--- config.mk ---
export PLATFORM = sky130hd
export DESIGN_NAME = pli_cell
export DESIGN_NICKNAME = d
export VERILOG_FILES = /design/src/rtl/pli_pkg.sv /design/src/rtl/pli_cell.sv
export SDC_FILE = /design/constraint.sdc
export NUM_CORES = 1
export LEC_CHECK = 0
export ABC_CLOCK_PERIOD_IN_PS = 4000
export BUFFER_PORTS_ARGS = -buffer_cell sky130_fd_sc_hd__buf_2
export CAP_MARGIN = 40
export CORE_MARGIN = 2
export CORE_UTILIZATION = 47
export CTS_CLUSTER_SIZE = 14
export DETAILED_ROUTE_END_ITERATION = 7
export PLACE_DENSITY = 0.9
export SLEW_MARGIN = 20
export SYNTH_ARGS = -nofsm -noshare
export SYNTH_HDL_FRONTEND = slang
export SYNTH_SLANG_ARGS = --single-unit
--- constraint.sdc ---
create_clock -name clk -period 4 [get_ports clk]
set_input_delay 0.2 -clock clk [delete_from_list [all_inputs] [get_ports clk]]
set_output_delay 0.2 -clock clk [all_outputs]
set_load 0.005 [all_outputs]
--- src/rtl/pli_pkg.sv ---
// Package with sizes, codes and beat types of the positional list.
`timescale 1ns / 1ps
package pli_pkg;

  localparam int CAPACITY = 64;
  localparam int IDX_W    = $clog2(CAPACITY);
  localparam int LEN_W    = $clog2(CAPACITY + 1);
  // Compare width that holds both a position and length + 1.
  localparam int CMP_W    = ((LEN_W > 7) ? LEN_W : 7) + 1;

  localparam logic [1:0] OP_INSERT = 2'd0;
  localparam logic [1:0] OP_DELETE = 2'd1;
  localparam logic [1:0] OP_READ   = 2'd2;

  typedef enum logic [1:0] {
    ST_OK    = 2'd0,
    ST_RANGE = 2'd1,
    ST_FULL  = 2'd2
  } pli_status_t;

  typedef struct packed {
    logic [1:0]         operation;
    logic [6:0]         position;
    logic signed [31:0] value_in;
  } pli_in_t;

  typedef struct packed {
    pli_status_t        status;
    logic signed [31:0] value_out;
    logic [6:0]         list_count;
  } pli_out_t;

  // Broadcast from the control to every cell of the chain.
  typedef struct packed {
    logic               ins;
    logic               del;
    logic [IDX_W-1:0]   p_idx;
    logic signed [31:0] value;
  } pli_cell_ctrl_t;

endpackage

--- src/rtl/pli_cell.sv ---
// One list entry: holds a word and shifts it toward either neighbor.
`timescale 1ns / 1ps
module pli_cell (
  input  logic                        clk,
  input  logic [pli_pkg::IDX_W-1:0]   cell_idx,
  input  pli_pkg::pli_cell_ctrl_t     ctrl,
  input  logic signed [31:0]          prev_data,
  input  logic signed [31:0]          next_data,
  output logic signed [31:0]          data_o,
  output logic signed [31:0]          rd_part
);

  logic signed [31:0] data_r;
  logic signed [31:0] data_nxt;

  always_comb begin
    data_nxt = data_r;
    priority if (ctrl.ins) begin
      if (cell_idx > ctrl.p_idx) begin
        data_nxt = prev_data;
      end else if (cell_idx == ctrl.p_idx) begin
        data_nxt = ctrl.value;
      end
    end else if (ctrl.del) begin
      if (cell_idx >= ctrl.p_idx) begin
        data_nxt = next_data;
      end
    end else begin
      data_nxt = data_r;
    end
  end

  always_ff @(posedge clk) begin
    data_r <= data_nxt;
  end

  assign data_o  = data_r;
  // Only the addressed cell contributes to the read bus.
  assign rd_part = (cell_idx == ctrl.p_idx) ? data_r : '0;

endmodule

==> qor.yml <==
route:
  drc: 0
  met1_length_mm: 3.07
  wl_met3_um: 624
  avgRoutedWirePerCell_um: 14.6
  routed_wl_mm: 7.86
  drt_iter0_drc: 215
  avgViaCountPerCell: 5.70
  top_layer_used: "met4"
  met2_length_mm: 4.05
  vias: 3059
  ant_nets: 0
  drt_pass1_iterations: 5
synthesis:
  yosys.area.top_type: "edfxtp_1"
  synth_area_um2: 2720
  syn_area_per_cell_um2: 8.65
  synth_seq_cells: 32
  yosysMostFrequentCell: "nand2_1"
  async_reset_ff_share_pct: 0
  yosysSeqAreaShare_pct: 35.4
  synth-main-ff-cell: "edfxtp_1"
  synth_fp_nets: 431
  ys_warn_count: 0
  synthTopCellsByArea: "edfxtp_1 35%, a311o_1 12%, nand2_1 8.8%"
  netlist_top_cells_count: "64 x nand2_1, 33 x nor2b_1"
  synth_cells: 314
  synth.distinct_cells: 20
  synth_edf_count: 32
  synth_top_area_share_pct: 35.4
sta:
  finalHoldViolations: 0
  tightestPinTransition_ps: 859
  min_period_ps: 2350
  setup_ws_ps: 1650
  setup_tns_ps: 0
  holdWs_ps: 279
  fin_crit_sh_pct: 58.6
  fmax_ghz: 0.426
  slew_viol_final: 0
  maxSlewHeadroom_pct: 42.6
  setup-violations-final: 0
  rsz0062_at_grt: "no"
critical_path:
  start_kind: "input port"
  cp_slowest_stage_delay_ps: 650
  cp-end-kind: "primary output"
  cp.buffers_inverters: 4
  worstPathRequired_ps: 3800
  cp_max_fo: 96
  crit_chain: "buf_2, inv_1, ha_1, and4_4, and3_4, buf_4, and2_1, buf_2"
  slowest_stage: "buf_4"
  cp_top_family: "buffers and inverters"
  crit_path_frequent_cell: "buf_2"
  critPathKind: "input port to primary output"
  cp.arrival_ps: 2150
cts:
  numCtsBuffers: 5
  cts_resized: 0
  clkTransAtPathRegs_ps: 70
  h-tree-depth: 2
  cts_root_buf: "clkbuf_8"
  post-cts-setup-buffer-count: 0
  cts_tree: "yes"
  clockBufferDepth: 2
  cts_sinks: 32
  ctsHoldBuffers: 0
floorplanning:
  die_area_um2: 6400
  rows: 27
  initial_core_util_pct: 49.0
  ios: 175
  core_area_um2: 5540
  fp.dieH_um: 80.0
  die_w_um: 80.0
finish:
  final.fill_count: 481
  diodes: 0
  drive_above_1_share_pct: 41.1
  final_nets: 581
  largest_reg_flops: 32
  finalCoreUtilization_pct: 65.8
  area_growth_pct: 34.1
  final_cells: 537
  stdcell_area_um2: 3640
power:
  leakage_nw: 1.65
  cellPowerDensity_nw_per_um2: 276
  irDropWorstVdd_mv: 0.139
  total_power_mw: 1.01
min_path:
  hold_path.class: "input port to register"
place:
  place_inst: 529
  portBuffers: 174
  place_area_um2: 3560
  dpl.hpwl_mm: 5.59
  place_ws_ps: 1420
  finalWeightedCongestion: 0.809
global_route:
  grt_pass1_wl_mm: 12.1
  grt_pass1_vias: 2713
  gr-usage-all-layers_pct: 23.8
  grt_overflow_total: 0
  grt_max_degree: 97
  grt_antenna_before_repair: 0
status:
  run_status: "completed"
run:
  cap_violations: 0
-- power breakdown --
group	internal, mW	switching [mW]
Combinational	0.145	0.156
Clock	0.118	0.117
Sequential	0.443	0.0281
-- area by class of cell --
| class | count | area [um2] | share of cell area [%] |
|---|---|---|---|
| clock buffers | 5 | 68.8 | 1.89 |
| clock inverters | 3 | 13.8 | 0.378 |
| inverters | 6 | 22.5 | 0.618 |
| multi-input cells | 239 | 1560 | 42.7 |
| flip-flops and latches | 32 | 961 | 26.4 |
| well taps | 72 | 90.1 | 2.47 |
| repair buffers | 180 | 931 | 25.5 |
-- cells in the final DEF (no fill, tap or decap) --
master / count
a311o_1: 32
o211ai_1: 32
a31oi_1: 32
buf_4: 6
o21ai_2: 1
clkinv_2: 2
nand3_1: 2
and2_1: 32
edfxtp_1: 32
ha_1: 6
a21o_1: 1
buf_12: 1
clkbuf_8: 5
nand2_1: 64
inv_1: 6
a21oi_4: 1
buf_2: 173
and3_4: 1
clkinv_1: 1
nor2b_1: 33
and4_4: 1
o22a_1: 1
-- final timing paths --
check / from / slack (ps) / cells after the start / endpoint
min: ctrl[27] / 280 / 3 / data_o[27]$_DFFE_PP_
max: ctrl[37] / 1650 / 8 / rd_part[24]
-- routing by layer --
layer | up-vias | GRT usage, %
met4 | 0 | 8.31
met2 | 157 | 41.4
met1 | 1416 | 29.7
met5 | - | 0
li1 | 1474 | -
met3 | 12 | 3.62
-- tightest hold or removal path: stages --
cell and delay (ps):
buf_2 90, a31oi_1 70, o211ai_1 80
-- kinds of logic after synthesis --
kind of cell	share of synthesized area (%)
adders and majority gates	2.76
AOI/OAI and AO/OA	29.1
and+or+nand+nor	25.0
DFF	35.4
buffers and inverters	7.74
Power figures use the tool's default switching activity.
